File: src/rtl/scsa_pkg.sv
`timescale 1ns / 1ps

package scsa_pkg;

   // Fixed field widths of the result and configuration words.
   localparam int GAIN_W      = 24;
   localparam int VALUE_W     = 34;
   localparam int CSR_DATA_W  = 34;
   localparam int CSR_INDEX_W = 2;
   localparam int CLAMP_W     = 2;

   // The average is kept with 16 fraction bits; gain carries 20.
   localparam int FRAC_BITS   = 16;
   localparam int SCALE_SHIFT = 20;

   localparam logic [GAIN_W-1:0]         GAIN_RESET       = 24'd51763;
   localparam logic signed [VALUE_W-1:0] OFFSET_RESET     = 34'sd0;
   localparam logic signed [VALUE_W-1:0] CLAMP_LOW_RESET  = 34'sd0;
   localparam logic signed [VALUE_W-1:0] CLAMP_HIGH_RESET = 34'sd3309568;

   localparam logic [CLAMP_W-1:0] CLAMP_NONE = 2'd0;
   localparam logic [CLAMP_W-1:0] CLAMP_LOW  = 2'd1;
   localparam logic [CLAMP_W-1:0] CLAMP_HIGH = 2'd2;

   typedef enum logic [CSR_INDEX_W-1:0] {
      CSR_GAIN       = 2'd0,
      CSR_OFFSET     = 2'd1,
      CSR_CLAMP_LOW  = 2'd2,
      CSR_CLAMP_HIGH = 2'd3
   } scsa_csr_type;

   typedef enum logic [3:0] {
      ST_IDLE,
      ST_BOUND_MUL,
      ST_BOUND_SUB,
      ST_READ,
      ST_DIFF,
      ST_SQUARE,
      ST_TEST,
      ST_DIV_START,
      ST_DIV_WAIT,
      ST_SCALE,
      ST_OFFSET,
      ST_OUTPUT
   } scsa_state_type;

   typedef struct packed {
      logic take_sample;
      logic bound_mul;
      logic bound_sub;
      logic mem_read;
      logic diff;
      logic square;
      logic test;
      logic div_start;
      logic scale;
      logic offset_add;
      logic load_out;
   } scsa_cmd_type;

   typedef struct packed {
      logic pass_done;
      logic div_done;
      logic out_free;
   } scsa_status_type;

endpackage

File: src/rtl/scsa_div.sv
`timescale 1ns / 1ps

module scsa_div import scsa_pkg::*; #(
   parameter int NUM_W = 31,
   parameter int DEN_W = 5
) (
   input  logic             clock,
   input  logic             reset,
   input  logic             start,
   input  logic [NUM_W-1:0] numer,
   input  logic [DEN_W-1:0] denom,
   output logic             done,
   output logic [NUM_W-1:0] quot
);

   localparam int CNT_W = $clog2(NUM_W + 1);

   logic             busy_ff, busy_in;
   logic             done_ff, done_in;
   logic [CNT_W-1:0] cnt_ff, cnt_in;
   logic [NUM_W-1:0] quot_ff, quot_in;
   logic [DEN_W-1:0] rem_ff, rem_in;
   logic [DEN_W:0]   trial;
   logic             fits;

   // Restoring division, one quotient bit per cycle. The numerator shifts out
   // of the top of quot_ff while quotient bits shift in at the bottom.
   assign trial = {rem_ff, quot_ff[NUM_W-1]};
   assign fits  = trial >= {1'b0, denom};

   always_comb begin
      busy_in = busy_ff;
      done_in = 1'b0;
      cnt_in  = cnt_ff;
      quot_in = quot_ff;
      rem_in  = rem_ff;
      if (start) begin
         busy_in = 1'b1;
         cnt_in  = CNT_W'(NUM_W);
         quot_in = numer;
         rem_in  = '0;
      end else if (busy_ff) begin
         quot_in = {quot_ff[NUM_W-2:0], fits};
         rem_in  = fits ? DEN_W'(trial - {1'b0, denom}) : trial[DEN_W-1:0];
         cnt_in  = cnt_ff - 1'b1;
         if (cnt_ff == CNT_W'(1)) begin
            busy_in = 1'b0;
            done_in = 1'b1;
         end
      end
   end

   always_ff @(posedge clock) begin
      if (reset) begin
         busy_ff <= 1'b0;
         done_ff <= 1'b0;
         cnt_ff  <= '0;
      end else begin
         busy_ff <= busy_in;
         done_ff <= done_in;
         cnt_ff  <= cnt_in;
      end
      quot_ff <= quot_in;
      rem_ff  <= rem_in;
   end

   assign done = done_ff;
   assign quot = quot_ff;

endmodule

File: src/rtl/scsa_datapath.sv
`timescale 1ns / 1ps

module scsa_datapath import scsa_pkg::*; #(
   parameter int MAX_SAMPLES = 16,
   parameter int ADC_BITS    = 10,
   parameter int CNT_W       = $clog2(MAX_SAMPLES + 1)
) (
   input  logic                   clock,
   input  logic                   reset,
   input  logic                   csr_write_en,
   input  logic [CSR_INDEX_W-1:0] csr_index,
   input  logic [CSR_DATA_W-1:0]  csr_data,
   input  logic [ADC_BITS-1:0]    req_sample,
   input  scsa_cmd_type           cmd,
   output scsa_status_type        status,
   input  logic                   rsp_stall,
   output logic                   rsp_valid,
   output logic [VALUE_W-1:0]     rsp_value,
   output logic [CNT_W-1:0]       rsp_kept_count,
   output logic [CLAMP_W-1:0]     rsp_clamp_hit,
   output logic                   rsp_dropped
);

   localparam int IDX_W  = $clog2(MAX_SAMPLES);
   localparam int SUM_W  = ADC_BITS + CNT_W;
   localparam int SQS_W  = 2 * ADC_BITS + CNT_W;
   localparam int NQ_W   = SQS_W + CNT_W;
   localparam int BND_W  = NQ_W + 4;
   localparam int DIF_W  = SUM_W + 1;
   localparam int SQ_W   = 2 * SUM_W;
   localparam int NUM_W  = SUM_W + FRAC_BITS;
   localparam int AVG_W  = ADC_BITS + FRAC_BITS;
   localparam int PROD_W = AVG_W + GAIN_W;
   localparam int SCL_W  = PROD_W + 1 - SCALE_SHIFT;
   localparam int VAL_W  = ((AVG_W + 6 > VALUE_W) ? AVG_W + 6 : VALUE_W) + 1;
   localparam logic [PROD_W:0] ROUND_ADD = (PROD_W + 1)'(1) << (SCALE_SHIFT - 1);

   // Configuration registers.
   logic [GAIN_W-1:0]         gain_ff;
   logic signed [VALUE_W-1:0] offset_ff;
   logic signed [VALUE_W-1:0] clamp_low_ff;
   logic signed [VALUE_W-1:0] clamp_high_ff;

   always_ff @(posedge clock) begin
      if (reset) begin
         gain_ff       <= GAIN_RESET;
         offset_ff     <= OFFSET_RESET;
         clamp_low_ff  <= CLAMP_LOW_RESET;
         clamp_high_ff <= CLAMP_HIGH_RESET;
      end else if (csr_write_en) begin
         case (csr_index)
            CSR_GAIN:       gain_ff       <= csr_data[GAIN_W-1:0];
            CSR_OFFSET:     offset_ff     <= csr_data[VALUE_W-1:0];
            CSR_CLAMP_LOW:  clamp_low_ff  <= csr_data[VALUE_W-1:0];
            CSR_CLAMP_HIGH: clamp_high_ff <= csr_data[VALUE_W-1:0];
            default: ;
         endcase
      end
   end

   // Burst accumulation.
   logic [ADC_BITS-1:0]   store_mem [MAX_SAMPLES];
   logic [CNT_W-1:0]      count_ff;
   logic [SUM_W-1:0]      sum_ff;
   logic [SQS_W-1:0]      sq_sum_ff;
   logic                  overflow_ff;
   logic                  store_full;
   logic [2*ADC_BITS-1:0] sample_sq;

   assign store_full = count_ff >= CNT_W'(MAX_SAMPLES);
   assign sample_sq  = (2*ADC_BITS)'(req_sample) * (2*ADC_BITS)'(req_sample);

   always_ff @(posedge clock) begin
      if (reset || cmd.load_out) begin
         count_ff    <= '0;
         sum_ff      <= '0;
         sq_sum_ff   <= '0;
         overflow_ff <= 1'b0;
      end else if (cmd.take_sample) begin
         if (store_full) begin
            overflow_ff <= 1'b1;
         end else begin
            count_ff  <= count_ff + 1'b1;
            sum_ff    <= sum_ff + SUM_W'(req_sample);
            sq_sum_ff <= sq_sum_ff + SQS_W'(sample_sq);
         end
      end
   end

   logic [IDX_W-1:0]    idx_ff;
   logic [CNT_W-1:0]    pass_idx_ff;
   logic [ADC_BITS-1:0] rd_data_ff;

   assign idx_ff = pass_idx_ff[IDX_W-1:0];

   always_ff @(posedge clock) begin
      if (cmd.take_sample && !store_full) begin
         store_mem[count_ff[IDX_W-1:0]] <= req_sample;
      end
      if (cmd.mem_read) begin
         rd_data_ff <= store_mem[idx_ff];
      end
   end

   // Bound 9*(n*Q - S^2), built in the bound_mul and then the bound_sub step.
   logic [NQ_W-1:0]  nq_ff, nq_in;
   logic [NQ_W-1:0]  ss_ff, ss_in;
   logic [NQ_W-1:0]  spread;
   logic [BND_W-1:0] bound_ff;

   assign nq_in  = NQ_W'(count_ff) * NQ_W'(sq_sum_ff);
   assign ss_in  = NQ_W'(sum_ff) * NQ_W'(sum_ff);
   assign spread = nq_ff - ss_ff;

   // Second pass: each stored word goes through read, difference, square and test in turn.
   logic [SUM_W-1:0]              nv;
   logic signed [DIF_W-1:0]       diff_ff, diff_in;
   logic signed [2*DIF_W-1:0]     diff_sq;
   logic [SQ_W-1:0]               sq_ff;
   logic [CNT_W-1:0]              kept_ff;
   logic [SUM_W-1:0]              kept_sum_ff;
   logic                          in_band;

   assign nv      = SUM_W'(count_ff) * SUM_W'(rd_data_ff);
   assign diff_in = $signed({1'b0, nv}) - $signed({1'b0, sum_ff});
   assign diff_sq = (2*DIF_W)'(diff_ff) * (2*DIF_W)'(diff_ff);
   assign in_band = BND_W'(sq_ff) <= bound_ff;

   always_ff @(posedge clock) begin
      if (reset) begin
         pass_idx_ff <= '0;
         kept_ff     <= '0;
      end else if (cmd.bound_mul) begin
         pass_idx_ff <= '0;
         kept_ff     <= '0;
      end else if (cmd.test) begin
         pass_idx_ff <= pass_idx_ff + 1'b1;
         if (in_band) begin
            kept_ff <= kept_ff + 1'b1;
         end
      end
   end

   always_ff @(posedge clock) begin
      if (cmd.bound_mul) begin
         nq_ff       <= nq_in;
         ss_ff       <= ss_in;
         kept_sum_ff <= '0;
      end else if (cmd.test && in_band) begin
         kept_sum_ff <= kept_sum_ff + SUM_W'(rd_data_ff);
      end
      if (cmd.bound_sub) begin
         bound_ff <= BND_W'({spread, 3'b000}) + BND_W'(spread);
      end
      if (cmd.diff) begin
         diff_ff <= diff_in;
      end
      if (cmd.square) begin
         sq_ff <= diff_sq[SQ_W-1:0];
      end
   end

   // Average with round half up, then scale and offset.
   logic [NUM_W-1:0]        numer;
   logic [NUM_W-1:0]        quot;
   logic                    div_done;
   logic [AVG_W-1:0]        avg;
   logic [PROD_W-1:0]       prod_ff, prod_in;
   logic [PROD_W:0]         prod_round;
   logic [SCL_W-1:0]        scl;
   logic signed [VAL_W-1:0] val_ff, val_in;

   assign numer = {kept_sum_ff, {FRAC_BITS{1'b0}}} + NUM_W'(kept_ff >> 1);

   scsa_div #(
      .NUM_W (NUM_W),
      .DEN_W (CNT_W)
   ) u_div (
      .clock (clock),
      .reset (reset),
      .start (cmd.div_start),
      .numer (numer),
      .denom (kept_ff),
      .done  (div_done),
      .quot  (quot)
   );

   assign avg        = (kept_ff == '0) ? '0 : quot[AVG_W-1:0];
   assign prod_in    = PROD_W'(avg) * PROD_W'(gain_ff);
   assign prod_round = {1'b0, prod_ff} + ROUND_ADD;
   assign scl        = prod_round[PROD_W:SCALE_SHIFT];
   assign val_in     = $signed(VAL_W'(scl)) + VAL_W'(offset_ff);

   always_ff @(posedge clock) begin
      if (cmd.scale) begin
         prod_ff <= prod_in;
      end
      if (cmd.offset_add) begin
         val_ff <= val_in;
      end
   end

   // Clamp on the way into the result register.
   logic signed [VAL_W-1:0] low_ext, high_ext;
   logic [VALUE_W-1:0]      value_in;
   logic [CLAMP_W-1:0]      hit_in;
   logic                    rsp_valid_ff;
   logic [VALUE_W-1:0]      rsp_value_ff;
   logic [CNT_W-1:0]        rsp_kept_ff;
   logic [CLAMP_W-1:0]      rsp_hit_ff;
   logic                    rsp_dropped_ff;

   assign low_ext  = VAL_W'(clamp_low_ff);
   assign high_ext = VAL_W'(clamp_high_ff);

   always_comb begin
      value_in = val_ff[VALUE_W-1:0];
      hit_in   = CLAMP_NONE;
      if (val_ff < low_ext) begin
         value_in = clamp_low_ff;
         hit_in   = CLAMP_LOW;
      end else if (val_ff > high_ext) begin
         value_in = clamp_high_ff;
         hit_in   = CLAMP_HIGH;
      end
   end

   always_ff @(posedge clock) begin
      if (reset) begin
         rsp_valid_ff <= 1'b0;
      end else if (cmd.load_out) begin
         rsp_valid_ff <= 1'b1;
      end else if (!rsp_stall) begin
         rsp_valid_ff <= 1'b0;
      end
      if (cmd.load_out) begin
         rsp_value_ff   <= value_in;
         rsp_kept_ff    <= kept_ff;
         rsp_hit_ff     <= hit_in;
         rsp_dropped_ff <= overflow_ff;
      end
   end

   assign status.pass_done = pass_idx_ff == count_ff;
   assign status.div_done  = div_done;
   assign status.out_free  = !rsp_valid_ff || !rsp_stall;

   assign rsp_valid      = rsp_valid_ff;
   assign rsp_value      = rsp_value_ff;
   assign rsp_kept_count = rsp_kept_ff;
   assign rsp_clamp_hit  = rsp_hit_ff;
   assign rsp_dropped    = rsp_dropped_ff;

endmodule

File: src/rtl/scsa_ctrl.sv
`timescale 1ns / 1ps

module scsa_ctrl import scsa_pkg::*; (
   input  logic            clock,
   input  logic            reset,
   input  logic            req_valid,
   input  logic            req_last,
   input  scsa_status_type status,
   output logic            req_stall,
   output scsa_cmd_type    cmd
);

   scsa_state_type state_ff, state_in;

   always_ff @(posedge clock) begin
      if (reset) begin
         state_ff <= ST_IDLE;
      end else begin
         state_ff <= state_in;
      end
   end

   always_comb begin
      state_in  = state_ff;
      cmd       = '0;
      req_stall = 1'b1;
      case (state_ff)
         ST_IDLE: begin
            req_stall       = 1'b0;
            cmd.take_sample = req_valid;
            if (req_valid && req_last) begin
               state_in = ST_BOUND_MUL;
            end
         end
         ST_BOUND_MUL: begin
            cmd.bound_mul = 1'b1;
            state_in      = ST_BOUND_SUB;
         end
         ST_BOUND_SUB: begin
            cmd.bound_sub = 1'b1;
            state_in      = ST_READ;
         end
         ST_READ: begin
            if (status.pass_done) begin
               state_in = ST_DIV_START;
            end else begin
               cmd.mem_read = 1'b1;
               state_in     = ST_DIFF;
            end
         end
         ST_DIFF: begin
            cmd.diff = 1'b1;
            state_in = ST_SQUARE;
         end
         ST_SQUARE: begin
            cmd.square = 1'b1;
            state_in   = ST_TEST;
         end
         ST_TEST: begin
            cmd.test = 1'b1;
            state_in = ST_READ;
         end
         ST_DIV_START: begin
            cmd.div_start = 1'b1;
            state_in      = ST_DIV_WAIT;
         end
         ST_DIV_WAIT: begin
            if (status.div_done) begin
               state_in = ST_SCALE;
            end
         end
         ST_SCALE: begin
            cmd.scale = 1'b1;
            state_in  = ST_OFFSET;
         end
         ST_OFFSET: begin
            cmd.offset_add = 1'b1;
            state_in       = ST_OUTPUT;
         end
         ST_OUTPUT: begin
            // Wait here only while an older result is still held downstream.
            if (status.out_free) begin
               cmd.load_out = 1'b1;
               state_in     = ST_IDLE;
            end
         end
         default: begin
            state_in = ST_IDLE;
         end
      endcase
   end

endmodule

File: src/rtl/sigma_clipped_sensor_average_top.sv
`timescale 1ns / 1ps

// Channel   Direction  Handshake             Payload
// req_      in         req_valid/req_stall    req_sample, req_last
// rsp_      out        rsp_valid/rsp_stall    rsp_value, rsp_kept_count, rsp_clamp_hit,
//                                              rsp_dropped
// csr_      in         csr_write_en           csr_index, csr_data
//
// A word without last is taken while req_stall stays low.
// A last word starts the work on the n stored words: each word of the clipping pass goes
// through read, difference, square and compare in turn, and the averaging divider then
// makes one quotient bit per cycle.
// req_stall is high from the last word until the result is in the output register;
// that register lets the next burst load while the previous result is held.
// Reset is synchronous and restores the register defaults and an empty burst.

module sigma_clipped_sensor_average_top import scsa_pkg::*; #(
   parameter int MAX_SAMPLES = 16,
   parameter int ADC_BITS    = 10
) (
   input  logic                                  clock,
   input  logic                                  reset,
   input  logic                                  csr_write_en,
   input  logic [CSR_INDEX_W-1:0]                csr_index,
   input  logic [CSR_DATA_W-1:0]                 csr_data,
   input  logic                                  req_valid,
   output logic                                  req_stall,
   input  logic [ADC_BITS-1:0]                   req_sample,
   input  logic                                  req_last,
   output logic                                  rsp_valid,
   input  logic                                  rsp_stall,
   output logic [VALUE_W-1:0]                    rsp_value,
   output logic [$clog2(MAX_SAMPLES + 1)-1:0]    rsp_kept_count,
   output logic [CLAMP_W-1:0]                    rsp_clamp_hit,
   output logic                                  rsp_dropped
);

   localparam int CNT_W = $clog2(MAX_SAMPLES + 1);

   scsa_cmd_type    cmd;
   scsa_status_type status;

   scsa_ctrl u_ctrl (
      .clock     (clock),
      .reset     (reset),
      .req_valid (req_valid),
      .req_last  (req_last),
      .status    (status),
      .req_stall (req_stall),
      .cmd       (cmd)
   );

   scsa_datapath #(
      .MAX_SAMPLES (MAX_SAMPLES),
      .ADC_BITS    (ADC_BITS),
      .CNT_W       (CNT_W)
   ) u_datapath (
      .clock          (clock),
      .reset          (reset),
      .csr_write_en   (csr_write_en),
      .csr_index      (csr_index),
      .csr_data       (csr_data),
      .req_sample     (req_sample),
      .cmd            (cmd),
      .status         (status),
      .rsp_stall      (rsp_stall),
      .rsp_valid      (rsp_valid),
      .rsp_value      (rsp_value),
      .rsp_kept_count (rsp_kept_count),
      .rsp_clamp_hit  (rsp_clamp_hit),
      .rsp_dropped    (rsp_dropped)
   );

`ifndef SYNTHESIS
   // At least one stored word always lies within three deviations of the mean.
   a_kept_range: assert property (@(posedge clock) disable iff (reset)
      rsp_valid |-> (rsp_kept_count != '0 && rsp_kept_count <= CNT_W'(MAX_SAMPLES)))
      else $error("kept count out of range");

   // A new result must never overwrite one that is still waiting downstream.
   a_load_free: assert property (@(posedge clock) disable iff (reset)
      cmd.load_out |-> (!rsp_valid || !rsp_stall))
      else $error("result register loaded while occupied");

   // The compare step uses the square made in the cycle before.
   a_test_order: assert property (@(posedge clock) disable iff (reset)
      cmd.test |-> $past(cmd.square))
      else $error("test step without a preceding square");
`endif

endmodule
File: config.mk
export PLATFORM = sky130hd
export DESIGN_NAME = sigma_clipped_sensor_average_top
export DESIGN_NICKNAME = d
export VERILOG_FILES = /design/src/rtl/scsa_pkg.sv /design/src/rtl/scsa_div.sv /design/src/rtl/scsa_datapath.sv /design/src/rtl/scsa_ctrl.sv /design/src/rtl/sigma_clipped_sensor_average_top.sv
export SDC_FILE = /design/constraint.sdc
export NUM_CORES = 2
export LEC_CHECK = 0
export ABC_CLOCK_PERIOD_IN_PS = 11920
export BUFFER_PORTS_ARGS = -buffer_cell sky130_fd_sc_hd__buf_2
export CAP_MARGIN = 20
export CORE_ASPECT_RATIO = 0.6
export CORE_MARGIN = 2
export CORE_UTILIZATION = 60
export DETAILED_ROUTE_END_ITERATION = 12
export PLACE_DENSITY = 0.73
export SLEW_MARGIN = 10
export SYNTH_ARGS = -nofsm -noshare
export SYNTH_HDL_FRONTEND = slang
export SYNTH_SLANG_ARGS = --single-unit
export TNS_END_PERCENT = 20
File: constraint.sdc
create_clock -name clock -period 11.92 [get_ports clock]
set_clock_uncertainty 0.1 [all_clocks]
set_input_delay 0 -clock clock [delete_from_list [all_inputs] [get_ports clock]]
set_output_delay 0 -clock clock [all_outputs]
set_load 0.01 [all_outputs]
==> results.cfg <==
[run_status]
outcome = complete, no violations

[timing]
slew_headroom_pct = 23.1
rsz0062_at_grt = no
slew_violations = 0
tightest_slew_ns = 1.15
setup_viol = 0
hold_viol = 0
period_share_pct = 74.9
fin_tns_setup_ns = 0
timing.final.crit_period_ns = 8.93
max_freq_mhz = 112

[cells_and_area]
area_growth_pct = 7.01
drive_above_1_share_pct = 5.38
final_common_cell = inv_1
stdcell_count = 9440
finalNetCount = 9557
fillerInstances = 9966
layout_common_cells = 1455 x inv_1, 1065 x fa_1, 1017 x nand2_1

[grt]
grt_max_degree = 76
grt_pass1_wl_um = 318000
grt_overflow_total = 0
grt_util_met2_pct = 42.8
first_global_vias = 55700
gr-usage-met1_pct = 49.6
antenna_found_initial = 7
grtUsageTotal_pct = 32.1
use_met3_pct = 12.1
busiest_layer = met1

[min_path]
worstHoldStart = csr_data[25]
whs_path_depth = 4
hold_path.class = in2reg

[synth]
synth_seq_area_share_pct = 23.7
syn-mean-instance-area_um2 = 9.71
synth_fp_nets = 9511
postSynthCellCount = 7707
synth_top_family_by_area = adder cells
synthSimpleGateAreaFrac_pct = 13.9
ys_warn_count = 0
synth_cell_types = 90
synth_edf_count = 447
synth_compound_area_share_pct = 7.78
synthTopCellsByArea = fa_1 28%, edfxtp_1 18%, ha_1 11%, inv_1 7.3%, dfxtp_1 5.7%
synth.area.mux_share_pct = 2.18
synth_xor_xnor_area_share_pct = 3.72
synthArstFlopShare_pct = 0
ys_ff_latch = 661
syn_area_um2 = 74800
synth_top_area_share_pct = 28.5
synth_flop_cell = edfxtp_1
yosysTopAreaCell = fa_1
synthAdderAreaFrac_pct = 40.0

[clock_tree]
clk_latency_ns = 0.68
numCtsBuffers = 67
tritoncts = yes
cts_setup_buffers = 0
path_clk_slew_ns = 0.07
cts_root_buffer = clkbuf_16
htree_levels = 3
clockBufferDepth = 3
cts_num_sinks = 661

[critical_path]
crit_top_cell = fa_1
max_stage_delay_ns = 0.88
critPathLaunchType = flop
critical-path-top-delay-family = adder cells
worstRegToRegCells = 29
end_kind = flop
path_depth = 29
critPathBufInv = 7
crit_fanout = 28
critPathLaunch = u_datapath.kept_ff[1]$_SDFFE_PP0P_
crit_required_ns = 12.24
rr_startpoint = u_datapath.kept_ff[1]$_SDFFE_PP0P_
slowest_stage = and2b_1
crit_type = reg2reg
cp.arrival_ns = 9.25

[floorplan]
die_area_um2 = 128000
rows = 100
ios = 96
start_util_pct = 60.4
die_y_um = 278
dieWidth_um = 460
core_um2 = 124000

[routing]
num_vias = 54100
routed_wl_um = 199000
ant_nets = 0
routedWlPerCell_um = 21.1
dr.pass1.iters = 6
drc = 0
via_per_inst = 5.73
first_iter_violations = 5397

[placed_design]
dp_hpwl_um = 153000
place_inst = 9241
port_buffers = 95
gp_congestion = 0.985

[power_and_ir_drop]
ir_worst_vdd_v = 0.000241
p_leak_nw = 37.7
cellPowerDensity_nw_per_um2 = 142

[run]
drv_cap = 0
==> power breakdown <==
part / internal, mW / switching [mW] / total (mW)
clock network: 1.17 / 0.992 / 2.16
logic: 2.63 / 3.52 / 6.15
registers: 2.91 / 0.190 / 3.10
==> cells by family (layout without fill, tap and decap cells) <==
kind of cell,Yosys count,after routing
compound gates,926,926
xor+xnor,318,318
fa+ha+maj,1752,1752
buf+inv,1746,1845
flops,661,661
mux,100,100
other cells,0,2
simple gates,2204,2204
==> sequential cells by signal, summed over array words and instances, names as in the netlist, 10 cells and up <==
| register | count |
|---|---|
| u_datapath.sum_ff | 15 |
| u_datapath.clamp_high_ff | 34 |
| u_datapath.gain_ff | 24 |
| u_datapath.diff_ff | 16 |
| u_datapath.ss_ff | 29 |
| u_datapath.kept_sum_ff | 15 |
| u_datapath.sq_sum_ff | 25 |
| u_datapath.prod_ff | 31 |
| u_datapath.u_div.quot | 31 |
| u_datapath.rsp_value | 34 |
| u_datapath.bound_ff | 34 |
| u_datapath.val_ff | 35 |
| u_datapath.clamp_low_ff | 34 |
| u_datapath.rd_data_ff | 10 |
| u_datapath.offset_ff | 34 |
| u_datapath.sq_ff | 29 |
| u_datapath.nq_ff | 30 |
| u_datapath.store_mem | 160 |
==> repair_timing <==
action / CTS / global route
resized for setup: 0 / 0
hold endpoints to repair: 310 / 0
hold buffers: 65 / 0
==> synthesized netlist by cell type (all sizes together), types with 25 or more instances <==
cell,number
nand3,55
nand4,52
nand2,1017
mux2i,47
nand2b,34
a31oi,25
and2,486
o21a,45
edfxtp,447
ha,687
dfxtp,214
mux4,50
buf,27
nor2,318
a211oi,25
o21bai,36
a21oi,413
xnor2,221
a21o,124
nor3,54
xor2,97
o21ai,127
fa,1065
inv,1455
and3,34
clkbuf,258
nor2b,71
==> worst paths after layout <==
| kind | to | slack [ns] |
|---|---|---|
| setup / recovery | u_datapath.prod_ff[42]$_DFFE_PP_ | 2.99 |
| hold / removal | u_datapath.clamp_low_ff[25]$_SDFFE_PP0P_ | 0.03 |
| setup reg to reg | u_datapath.prod_ff[42]$_DFFE_PP_ | 2.99 |
| hold reg to reg | u_datapath.rsp_dropped$_DFFE_PP_ | 0.35 |
==> worst register-to-register path, delay by kind of cell (launching register included) <==
kind / cells / cell delay (ns)
XOR/XNOR: 1 / 0.14
AO/OA/AOI/OAI: 7 / 1.73
adder cells (fa/ha/maj): 9 / 4.17
AND/OR/NAND/NOR: 5 / 1.47
flip-flops: 1 / 0.46
buffers and inverters: 7 / 0.64
==> routing by layer <==
metal | share of wire (%) | vias up | wire (µm)
li1 | - | 24500 | -
met1 | 45 | 26700 | 90400
met2 | 39 | 2674 | 77000
met3 | 14 | 249 | 27700
met4 | 1.7 | 8 | 3440
met5 | 0.11 | - | 215
==> layout make-up <==
type | count | area (µm²) | share of cell area, %
Tap cell | 1632 | 2040 | 2.55
Clock inverter | 42 | 453 | 0.566
Clock buffer | 80 | 1760 | 2.19
Inverter | 1461 | 5480 | 6.85
Antenna cell | 2 | 5.00 | 0.00625
Sequential cell | 661 | 17700 | 22.1
Timing Repair Buffer | 262 | 1940 | 2.42
Multi-Input combinational cell | 5300 | 50700 | 63.3
==> stage by stage <==
| stage | utilization, % | instance area [µm²] | power, mW | setup WS [ns] | hold slack, ns |
|---|---|---|---|---|---|
| after floorplan | - | 74800 | 7.72 | 3.96 | -0.00113 |
| after global placement | 62.2 | 77100 | 8.99 | 3.18 | 0.167 |
| after detailed placement | 62.2 | 77100 | 9.17 | 2.96 | 0.176 |
| after CTS | 64.5 | 80000 | 11.4 | 2.99 | 0.00211 |
| after global routing | 64.7 | 80100 | 12.3 | 2.54 | 0.0361 |
| final | 64.7 | 80100 | 11.4 | 2.99 | 0.0308 |
(Power assumes the default switching activity.)
